===== src/rtl/core/ipv6_lpt_pkg.sv =====
// ----------------------------------------------------------------------------
// ipv6_lpt_pkg
// Shared constants, codes and controller command type for the IPv6 route table.
// ----------------------------------------------------------------------------
`default_nettype none

package ipv6_lpt_pkg;

  // table geometry
  localparam int TABLE_ENTRIES = 64;
  localparam int IDX_W = (TABLE_ENTRIES > 1) ? $clog2(TABLE_ENTRIES) : 1;
  localparam logic [IDX_W-1:0] LAST_SLOT = IDX_W'(TABLE_ENTRIES - 1);

  // field widths
  localparam int HALF_W = 64;
  localparam int ADDR_W = 2 * HALF_W;
  localparam int PORT_W = 16;

  // entry layout in the route RAM: {prefix, mask, hop, port}
  localparam int ENTRY_W = 3 * ADDR_W + PORT_W;
  localparam int PORT_LSB = 0;
  localparam int HOP_LSB = PORT_W;
  localparam int MASK_LSB = PORT_W + ADDR_W;
  localparam int PFX_LSB = PORT_W + 2 * ADDR_W;

  // operation codes
  localparam logic [1:0] OP_LOOKUP = 2'd0;
  localparam logic [1:0] OP_ADD = 2'd1;
  localparam logic [1:0] OP_DELETE = 2'd2;

  // status codes
  localparam logic [1:0] ST_OK = 2'd0;
  localparam logic [1:0] ST_MISS = 2'd1;
  localparam logic [1:0] ST_FULL = 2'd2;

  // controller to datapath commands
  typedef struct packed {
    logic             load;     // capture the incoming word
    logic             rd_en;    // read one slot from the route RAM
    logic [IDX_W-1:0] rd_addr;
    logic             cmp_en;   // RAM data for cmp_idx is valid this cycle
    logic [IDX_W-1:0] cmp_idx;
    logic             finish;   // commit add and register the result
  } lpt_cmd_t;

endpackage

`default_nettype wire


===== src/rtl/core/ipv6_lpt_ctrl.sv =====
// ----------------------------------------------------------------------------
// ipv6_lpt_ctrl
// Sequencer for the route table: walks every slot once per word, then commits.
// ----------------------------------------------------------------------------
`default_nettype none

module ipv6_lpt_ctrl (
  input  wire logic               clk,
  input  wire logic               rst,
  input  wire logic               start,
  output logic                    busy,
  output ipv6_lpt_pkg::lpt_cmd_t  cmd
);

  typedef enum logic [1:0] {
    S_IDLE,
    S_SCAN,
    S_LAST,
    S_DONE
  } state_t;

  state_t                         state;
  logic [ipv6_lpt_pkg::IDX_W-1:0] slot;
  logic                           cmp_en;
  logic [ipv6_lpt_pkg::IDX_W-1:0] cmp_idx;

  // state, slot counter and compare pipeline tag
  always_ff @(posedge clk) begin
    if (rst) begin
      state  <= S_IDLE;
      slot   <= '0;
      cmp_en <= 1'b0;
    end else begin
      // RAM read data lands in the cycle after the address
      cmp_en  <= (state == S_SCAN);
      cmp_idx <= slot;
      case (state)
        S_IDLE: begin
          if (start) begin
            state <= S_SCAN;
            slot  <= '0;
          end
        end
        S_SCAN: begin
          if (slot == ipv6_lpt_pkg::LAST_SLOT) begin
            state <= S_LAST;
          end else begin
            slot <= slot + 1'b1;
          end
        end
        S_LAST: begin
          state <= S_DONE;
        end
        S_DONE: begin
          state <= S_IDLE;
        end
        default: begin
          state <= S_IDLE;
        end
      endcase
    end
  end

  // commands
  always_comb begin
    busy        = (state != S_IDLE);
    cmd.load    = (state == S_IDLE) && start;
    cmd.rd_en   = (state == S_SCAN);
    cmd.rd_addr = slot;
    cmd.cmp_en  = cmp_en;
    cmd.cmp_idx = cmp_idx;
    cmd.finish  = (state == S_DONE);
  end

endmodule

`default_nettype wire


===== config.mk =====
export PLATFORM = sky130hd
export DESIGN_NAME = ipv6_lpt_ctrl
export DESIGN_NICKNAME = d
export VERILOG_FILES = /design/src/rtl/core/ipv6_lpt_pkg.sv /design/src/rtl/core/ipv6_lpt_ctrl.sv
export SDC_FILE = /design/constraint.sdc
export NUM_CORES = 1
export LEC_CHECK = 0
export ABC_AREA = 0
export ABC_CLOCK_PERIOD_IN_PS = 1700
export BUFFER_PORTS_ARGS = -buffer_cell sky130_fd_sc_hd__clkbuf_2
export CAP_MARGIN = 5
export CORE_MARGIN = 3
export CORE_UTILIZATION = 49
export DETAILED_ROUTE_END_ITERATION = 12
export GPL_ROUTABILITY_DRIVEN = 0
export PLACE_DENSITY = 0.75
export SLEW_MARGIN = 0
export SYNTH_ARGS = -nofsm -noshare
export SYNTH_HDL_FRONTEND = slang
export SYNTH_SLANG_ARGS = --single-unit
export TNS_END_PERCENT = 100

===== constraint.sdc =====
create_clock -name clk -period 1.7 [get_ports clk]
set_input_delay 0.34 -clock clk [delete_from_list [all_inputs] [get_ports clk]]
set_output_delay 0.34 -clock clk [all_outputs]
set_load 0.02 [all_outputs]

* After elaboration in Yosys (flattened, before gate mapping)
Cells that the tools add are included.
Storage, ports and cells: register bits 15, latch bits 0, memory bits (writable) 0, ROM bits 0, input port bits 3, output and inout port bits 17, logic and storage cells 24, memories kept 0
Operators by class: $add $sub $neg 1, $mul 0, div/mod/pow operators 0, $lt $le $gt $ge 0, equal/unequal tests 7, shift-type cells 0, mux-type cells 6, bitwise gates (word level) 0, reduce and logical (&&, ||, !) cells 6
Operators with widths (number):
- 6-bit two-way mux | 2
- 6-bit one-hot mux with 2 select lines | 1
- 2-bit one-hot mux with 4 select lines | 1
- 6-bit by 1-bit adder with 6-bit output, second input constant | 1
- 6-bit equality test, second input constant | 1
- 2-bit equality test, second input constant | 2
- 2-bit two-way mux | 2
- 2-bit inequality test, second input constant | 2
- 2-bit nonzero test | 2
- 3-bit AND reduction | 1
- 2-bit by 1-bit equality test with 1-bit output, second input constant | 1
- 2-bit logical NOT | 1
- 2-bit by 1-bit inequality test with 1-bit output, second input constant | 1
- 2-bit AND reduction | 1
- 1-bit logical AND | 1

* Longest topological paths before layout
Gate-level depths: netlist (run 1).
depth after elaboration 3, gate-level depth with buffers 7, gate-level depth less buffers 6

* Least setup slack after synthesis (run 1)
No wires, ideal clock.
path kind register -> register, start point register slot[0] in the netlist's numbering, end point register state[0], setup time 0.116 ns, arrival time 1.564 ns, data required time 1.584 ns, slack 0.020 ns, stages on the path, launching flop included 6, buffers on the path 0, clock period less this slack 1.680 ns, path through dfxtp_1 ha_1 and4_4 nand2_4 a2111o_1 o211a_1
On the way: cells in the longest elaborated chain, start to end 3
Ends and longest elaborated chain:
- start, declared | RTL line ipv6_lpt_ctrl.sv:23 | logic [ipv6_lpt_pkg::IDX_W-1:0] slot;
- start signal, assigned | RTL line ipv6_lpt_ctrl.sv:48 | slot <= slot + 1'b1;
- 6-bit equality test | RTL line ipv6_lpt_ctrl.sv:45 | if (slot == ipv6_lpt_pkg::LAST_SLOT) begin
- 2-bit by 1-bit inequality test with 1-bit output (no source line)
- 2-bit AND reduction (no source line)
- end signal, assigned | RTL line ipv6_lpt_ctrl.sv:46 | state <= S_LAST;
- end signal, assigned | RTL line ipv6_lpt_ctrl.sv:52 | state <= S_DONE;
- end signal, assigned | RTL line ipv6_lpt_ctrl.sv:55 | state <= S_IDLE;
- end, declared | RTL line ipv6_lpt_ctrl.sv:22 | state_t state;
No other way between the ends. A chain may end at the register's enable or synchronous reset.

==> results of run 1 <==
-- cell families after synthesis --
family | Yosys count | share of synthesized area [%]
AOI/OAI and AO/OA | 18 | 16.38
adders and majority gates | 6 | 10.34
buffers and inverters | 9 | 5.344
DFF | 15 | 49.65
muxes | 2 | 2.759
and+or+nand+nor | 20 | 15.52
-- worst paths after layout --
kind | from | end | depth (start not counted)
max | state[0] | cmd[15] | 4
min | rst | slot[1] | 2
min reg2reg | state[1] | state[1] | 2
max reg2reg | slot[0] | state[0] | 5
-- flip-flops by register name, indices dropped and copies added (netlist names) --
register	cells
state	2
cmp_en	1
slot	6
cmp_idx	6
-- power breakdown --
part           switching [µW]  total [µW]  leakage, µW  internal [µW]
clock network             112         203    0.0000150           91.0
logic                     348         555     0.000264            207
registers                28.9         448     0.000136            419
total                     488        1210     0.000414            717
-- final cells by class --
type	count	area share (%)
flip-flops and latches	15	41.32
multi-input cells	46	37.45
repair buffers	22	13.49
clock buffers	4	3.013
well taps	15	2.152
inverters	6	2.582
-- routing by layer --
layer	track usage, %	share of wire [%]	wire length, µm
met5	0	0	0
met3	3.659	4.7	65
met2	22.35	47	643
met1	18.34	47	641
met4	7.229	1.4	19
-- metrics by stage --
step	utilization, %	power, µW	hold WS, ns	cell area (µm²)	std cells
2_1_floorplan	-	868.2	0.4677	725.7	70
3_3_place_gp	62.65	1003	0.4870	845.8	104
3_5_place_dp	62.65	1014	0.5019	845.8	104
4_1_cts	64.60	1214	0.3358	872.1	108
5_1_grt	64.60	1294	0.3591	872.1	108
6_report	64.60	1205	0.3409	872.1	108
-- synth_stat cells, drive strengths merged --
cell type,instances,share of area (%)
a2111o,1,1.6
a211oi,3,3.1
a21o,1,1.0
a21oi,6,4.1
a31oi,1,0.86
a41oi,1,1.2
and2,2,1.9
and3,1,1.0
and4,1,1.6
buf,2,1.7
clkbuf,1,0.52
dfxtp,9,25
edfxtp,6,25
ha,6,10
inv,6,3.1
mux2i,2,2.8
nand2,6,4.1
nand2b,1,0.86
nand3,1,0.69
nand4,2,1.7
nor2,4,2.1
nor3,1,0.69
o211a,1,1.4
o21ai,3,2.1
o31ai,1,1.0
or3,1,0.86
==> results, run 1 <==
- At the pin with the least slew margin, the transition time is 0.3408 ns.
- The minimum period implied by the final worst setup slack is between 1.5 and 2 ns.
- Across the run, the number of max-cap violations was 0.
- The number of max-slew violations in the final report is 0.
- The synthesis warning total is 0.
- After synthesis the netlist holds a flip-flop and latch count of 15.
- The CTS tree is built.
- The remaining max-slew budget at the tightest pin is between 70% and 80%.
- The final hold violation count is 0.
- After floorplanning, the core was divided into 13 placement rows.
- After legalization and detailed placement, the total HPWL measured ~1000 µm.
- TritonCTS created 3 clock buffers.
- On the worst path, the slowest cell contributes a delay of 0.38 ns.
- The worst slack at placement is around 0.16 ns.
- The family with the most delay on the worst path is flip-flops.
- Setup slack on the worst reg-to-reg path comes out at 0.14 ns.
- The clock tree buffer depth is 2.
- During placement, the flow inserted port buffers numbering 19.
- The synthesized instance count is 70.
- Setup violations remaining at the end of the flow were counted as 0.
- The via count of the first global-routing pass came to between 400 and 500.
- The clock root buffer is clkbuf_4.
- Dividing the synthesized area by the synthesized cell count gives ~10 µm².
- The number of nets still failing antenna checks after routing is 0.
- The combined area of the multi-input logic cells is between 300 and 400 µm².
- In the final routed layout, each cell accounts on average for about 13 µm.
- Synthesis produced a netlist with a net count of between 70 and 80.
- The largest net degree at the start of global routing is 11.
- For this design the static power due to leakage is slightly above 0.0004 µW.
- For this run, design rule violations remaining after detail routing come to 0.
- The wire length of the first global-routing pass is ~2100 µm.
- The initial utilization of the core area, before any placement, comes to a little over half.
- The I/O pin count is 20.
- The x dimension of the die is 44.49 µm.
- The die area is 1979 µm².
- The sequential fraction of the synthesis area is between 40% and 50%.
- The number of gates resized after CTS is 0.
- The number of H-tree branching levels is 1.
- The critical path launch point type is a register.
- The worst clock skew is between 0.0015 and 0.002 ns.
- The footprint of the flip-flops and latches is ~360 µm².
- The cell with the largest stage delay on the worst path is dfxtp_1.
- The post-route setup TNS is 0 ns.
- Setup repair after global routing left no endpoint under its margin.
- The growth of design area from synthesis to finish is 20.17%.
- The type of the worst min-delay path is in -> reg.
- The mapped netlist covers just over 700 µm².
- The data arrival time of the worst path is about 1.3 ns.
- The number of filler instances in the final layout is 114.
- Together, buffers and inverters on the worst path number 2.
- STA classifies the critical path endpoint as an output port.
- Measured along the y axis, the die boundary spans between 40 and 50 µm.
- The power density over the cells is ~1400 nW/µm².
- The TritonCTS sink count is 15.
- The most common cell after layout, fill and taps aside is clkbuf_2.
- The global-route usage over all layers is between 10 and 15%.
- The worst setup path is of the reg -> out kind.
- The run finished with clean final reports.
- The violation count after the first detailed-route iteration is 8.
- The ratio of final minimum period to clock period is a little under 100%.
- The maximum clock frequency is between 600 and 700 MHz.
- The worst-case IR drop observed on VDD is between 1 and 1.5 mV.
- After clock tree synthesis, the clock-pin slew on the worst setup and hold paths is roughly 0.090 ns.
- The signal on the critical path passes through inv_1 -> ha_1 -> and2_1 -> clkbuf_2.
- At the later pin of the worst-skew pair, clock insertion delay measures around 0.28 ns.
- The maximum fanout count along the critical path is 4.
- The layout net count is 103.
- The initial antenna violation count is 0.
- The hold buffer count at cts is 0.
- The first detailed-routing pass ran for 3 iterations.
- The detailed-route via count is ~560.
- The core area is 1350 µm².
- In the layout the commonest cells are clkbuf_2 (19), dfxtp_1 (9).
- Summed over all layers, the global routing overflow is 0.
- The number of setup buffers added after CTS is 0.
- The worst endpoint required time is between 1 and 1.5 ns.
- The number of vias per cell is roughly 5.2.
- 0 antenna diodes ended up in the layout.
- For this block, the routed nets add up to between 1000 and 1500 µm of wire.
- Of the cells placed in the final design, the portion with a size suffix greater than 1 is between 30 and 40%.
- The number of different library cells used by synthesis comes to 29.
- Setup slack closes at ~0.061 ns.
No activity file was read; power rests on OpenSTA's default activity.
==> inputs of run 2 (changes only) <==
- ABC_CLOCK_PERIOD_IN_PS: 1700 -> 1380
- CORE_UTILIZATION: 49 -> 44
- PLACE_DENSITY: 0.75 -> 0.72
- clock period: 1.7 -> 1.38 ns (I/O delays scaled with it)
==> results, run 2 (same netlist as run 1, synthesis figures left out) <==
- The most common cell after layout, fill and taps aside is clkbuf_2.
- The via count of the first global-routing pass is around 550.
- The final hold violation count is 0.
- Including well taps, the total number of placed cells is ~110.
- The detailed router placed just over 600 vias in this run.
- The remaining design rule violation count is 0.
- The core area is approximately 1500 µm².
- The x dimension of the die is ~47 µm.
- In the post-route analysis, the smallest setup slack over all paths is -0.02106 ns.
- The number of port buffers is 19.
- After layout, the design draws a total of ~1800 µW.
- The worst slack at placement is -0.06547 ns.
- The path type of the worst setup path is reg -> out.
- The footprint of the flip-flops and latches is ~370 µm².
- After clock tree synthesis, the clock-pin slew on the worst setup and hold paths is about 0.08 ns.
- The TritonCTS sink count is 15.
- The tightest hold margin is around 0.27 ns.
- The number of nets still failing antenna checks after routing is 0.
- The violation count after the first detailed-route iteration is 18.
- Setup repair after global routing could not meet its margin everywhere.
- The HPWL after detailed placement is 1152 µm.
- The initialized floorplan defines 14 standard-cell rows.
- The checks that failed: negative setup slack.
- The initial standard-cell utilization of the core is about 48%.
- For this run, the top clock speed supported by timing is between 700 and 800 MHz.
- The global-route usage over all layers is around 16%.
- TritonCTS built the clock tree.
- The initial antenna violation count is 0.
- The wire length per cell after detailed routing is around 13 µm.
- Data on the critical path is required at its endpoint by approximately 1.1 ns.
- Of the cells placed in the final design, the portion with a size suffix greater than 1 is 51.00%.
- The number of max-slew violations in the final report is 0.
- The largest registers in the layout are cmp_idx: 6 flops, slot: 6 flops, state: 2 flops.
- The I/O pin count is 20.
- The power density over the cells is 1746 nW/µm².
- The number of vias per cell is roughly 5.3.
- Buffers inserted during clock tree synthesis total 3.
- CTS built an H-tree with a depth of 1.
- The remaining max-slew budget at the tightest pin is around three quarters.
- The count of max-cap constraint violations is 0.
- The hold buffer count at cts is 0.
- The detailed-router iteration count before antenna repair is 4.
- The sort of element at the end of the critical path is an output port.
- The combined area of the multi-input logic cells is approximately 370 µm².
- The setup-violating endpoint count in the final report is 1.
- In the layout the commonest cells are clkbuf_2 (15), buf_4 (10), a21oi_1 (6), edfxtp_1 (6), nand2_1 (5).
- For the pin with the worst max-slew slack, the measured transition is between 0.3 and 0.4 ns.
- The wire length after detailed routing is about 1500 µm.
- The first global-routing pass estimated about 2400 µm of wire.
- The path class of the tightest hold or removal check is in -> reg.
- The flow ran to the end, but the final reports show violations.
- The cell sitting at the root of the clock tree is a clkbuf_4.
- Leaving out filler cells and counting taps, the final layout contains around 120.
- The count of buffers added by post-CTS timing repair for setup is 0.
- The smallest clock period supported by the final layout is computed as approximately 1.4 ns.
- Along the worst path, the maximum fanout reaches 3.
- The worst voltage drop across the vdd grid is ~1.3 mV.
- The total overflow left after global routing is 0.
- Entering global routing, the biggest net connects 11 pins.
- The clock tree buffer depth is 2.
- For this design the static power due to leakage is ~0.00046 µW.
- The layout has 125 filler cells.
- The growth of design area from synthesis to finish is 40.35%.
- The worst-skew pair later-pin latency is 0.28 ns.
- Cells fill between 60 and 70% of the core in the end.
- Data on the critical path arrives at its endpoint at between 1 and 1.5 ns.
- Measured along the y axis, the die boundary spans 46.61 µm.
- The antenna diode count is 0.
- The ratio of final minimum period to clock period is 101.5%.
- For the final database, setup skew stands at a little over 0.003 ns.
- The setup check on the worst reg-to-reg path leaves a slack of 0 ns.
- The critical path launch point type is a register.
- At the end of the flow, the number of nets in the layout was 110.
- The die area is roughly 2200 µm².
==> run 2: cell count changes in the layout (fill, tap and decap cells not counted), sizes merged <==
cell	before	now
buf	3	13
clkbuf	23	20
==> run 2: final cells by class <==
| class | instances | share of cell area [%] |
|---|---|---|
| flip-flops and latches | 15 | 36.61 |
| multi-input cells | 46 | 36.61 |
| repair buffers | 29 | 19.78 |
| clock buffers | 4 | 2.580 |
| inverters | 6 | 2.457 |
| well taps | 16 | 1.966 |
==> run 2: report_power, final <==
group	internal, µW	switching (µW)
Sequential	526	42.5
Clock	112	131
Combinational	458	509
==> run 2: critical path, cell delays in order (launching register included) <==
cell and delay, ns:
dfxtp_2 0.36, inv_4 0.05, ha_4 0.17, and2_4 0.14, buf_8 0.12
==> run 2: repair_timing <==
action,4_1_cts,5_1_grt
resized for setup,9,8
hold endpoints to repair,0,0
pin swaps,1,1
endpoints found under the setup margin,10,12
==> run 2: worst paths after layout <==
kind	startpoint	to	cells past startpoint
setup / recovery	state[1]	cmd[15]	4
hold reg to reg	slot[2]	cmp_idx[2]	0
setup reg to reg	slot[1]	state[0]	5
hold / removal	rst	slot[1]	2
==> run 2: metal layers <==
layer  vias up  share of wire (%)  global-route usage (%)
met1       283                 45                   18.48
li1        316                  -                       -
met5         -                  0                       0
met2        13                 49                   26.37
met4         0                1.3                   6.630
met3         4                4.7                   3.906
==> run 2: through the flow <==
| step | cell area [µm²] | setup TNS (ns) |
|---|---|---|
| finish | 1018 | -0.02106 |
| global route | 1018 | -0.4279 |
| CTS | 1001 | -0.1125 |
| detailed placement | 940.9 | -0.1608 |
| global placement | 940.9 | 0 |
| floorplan | 767.0 | -0.1061 |
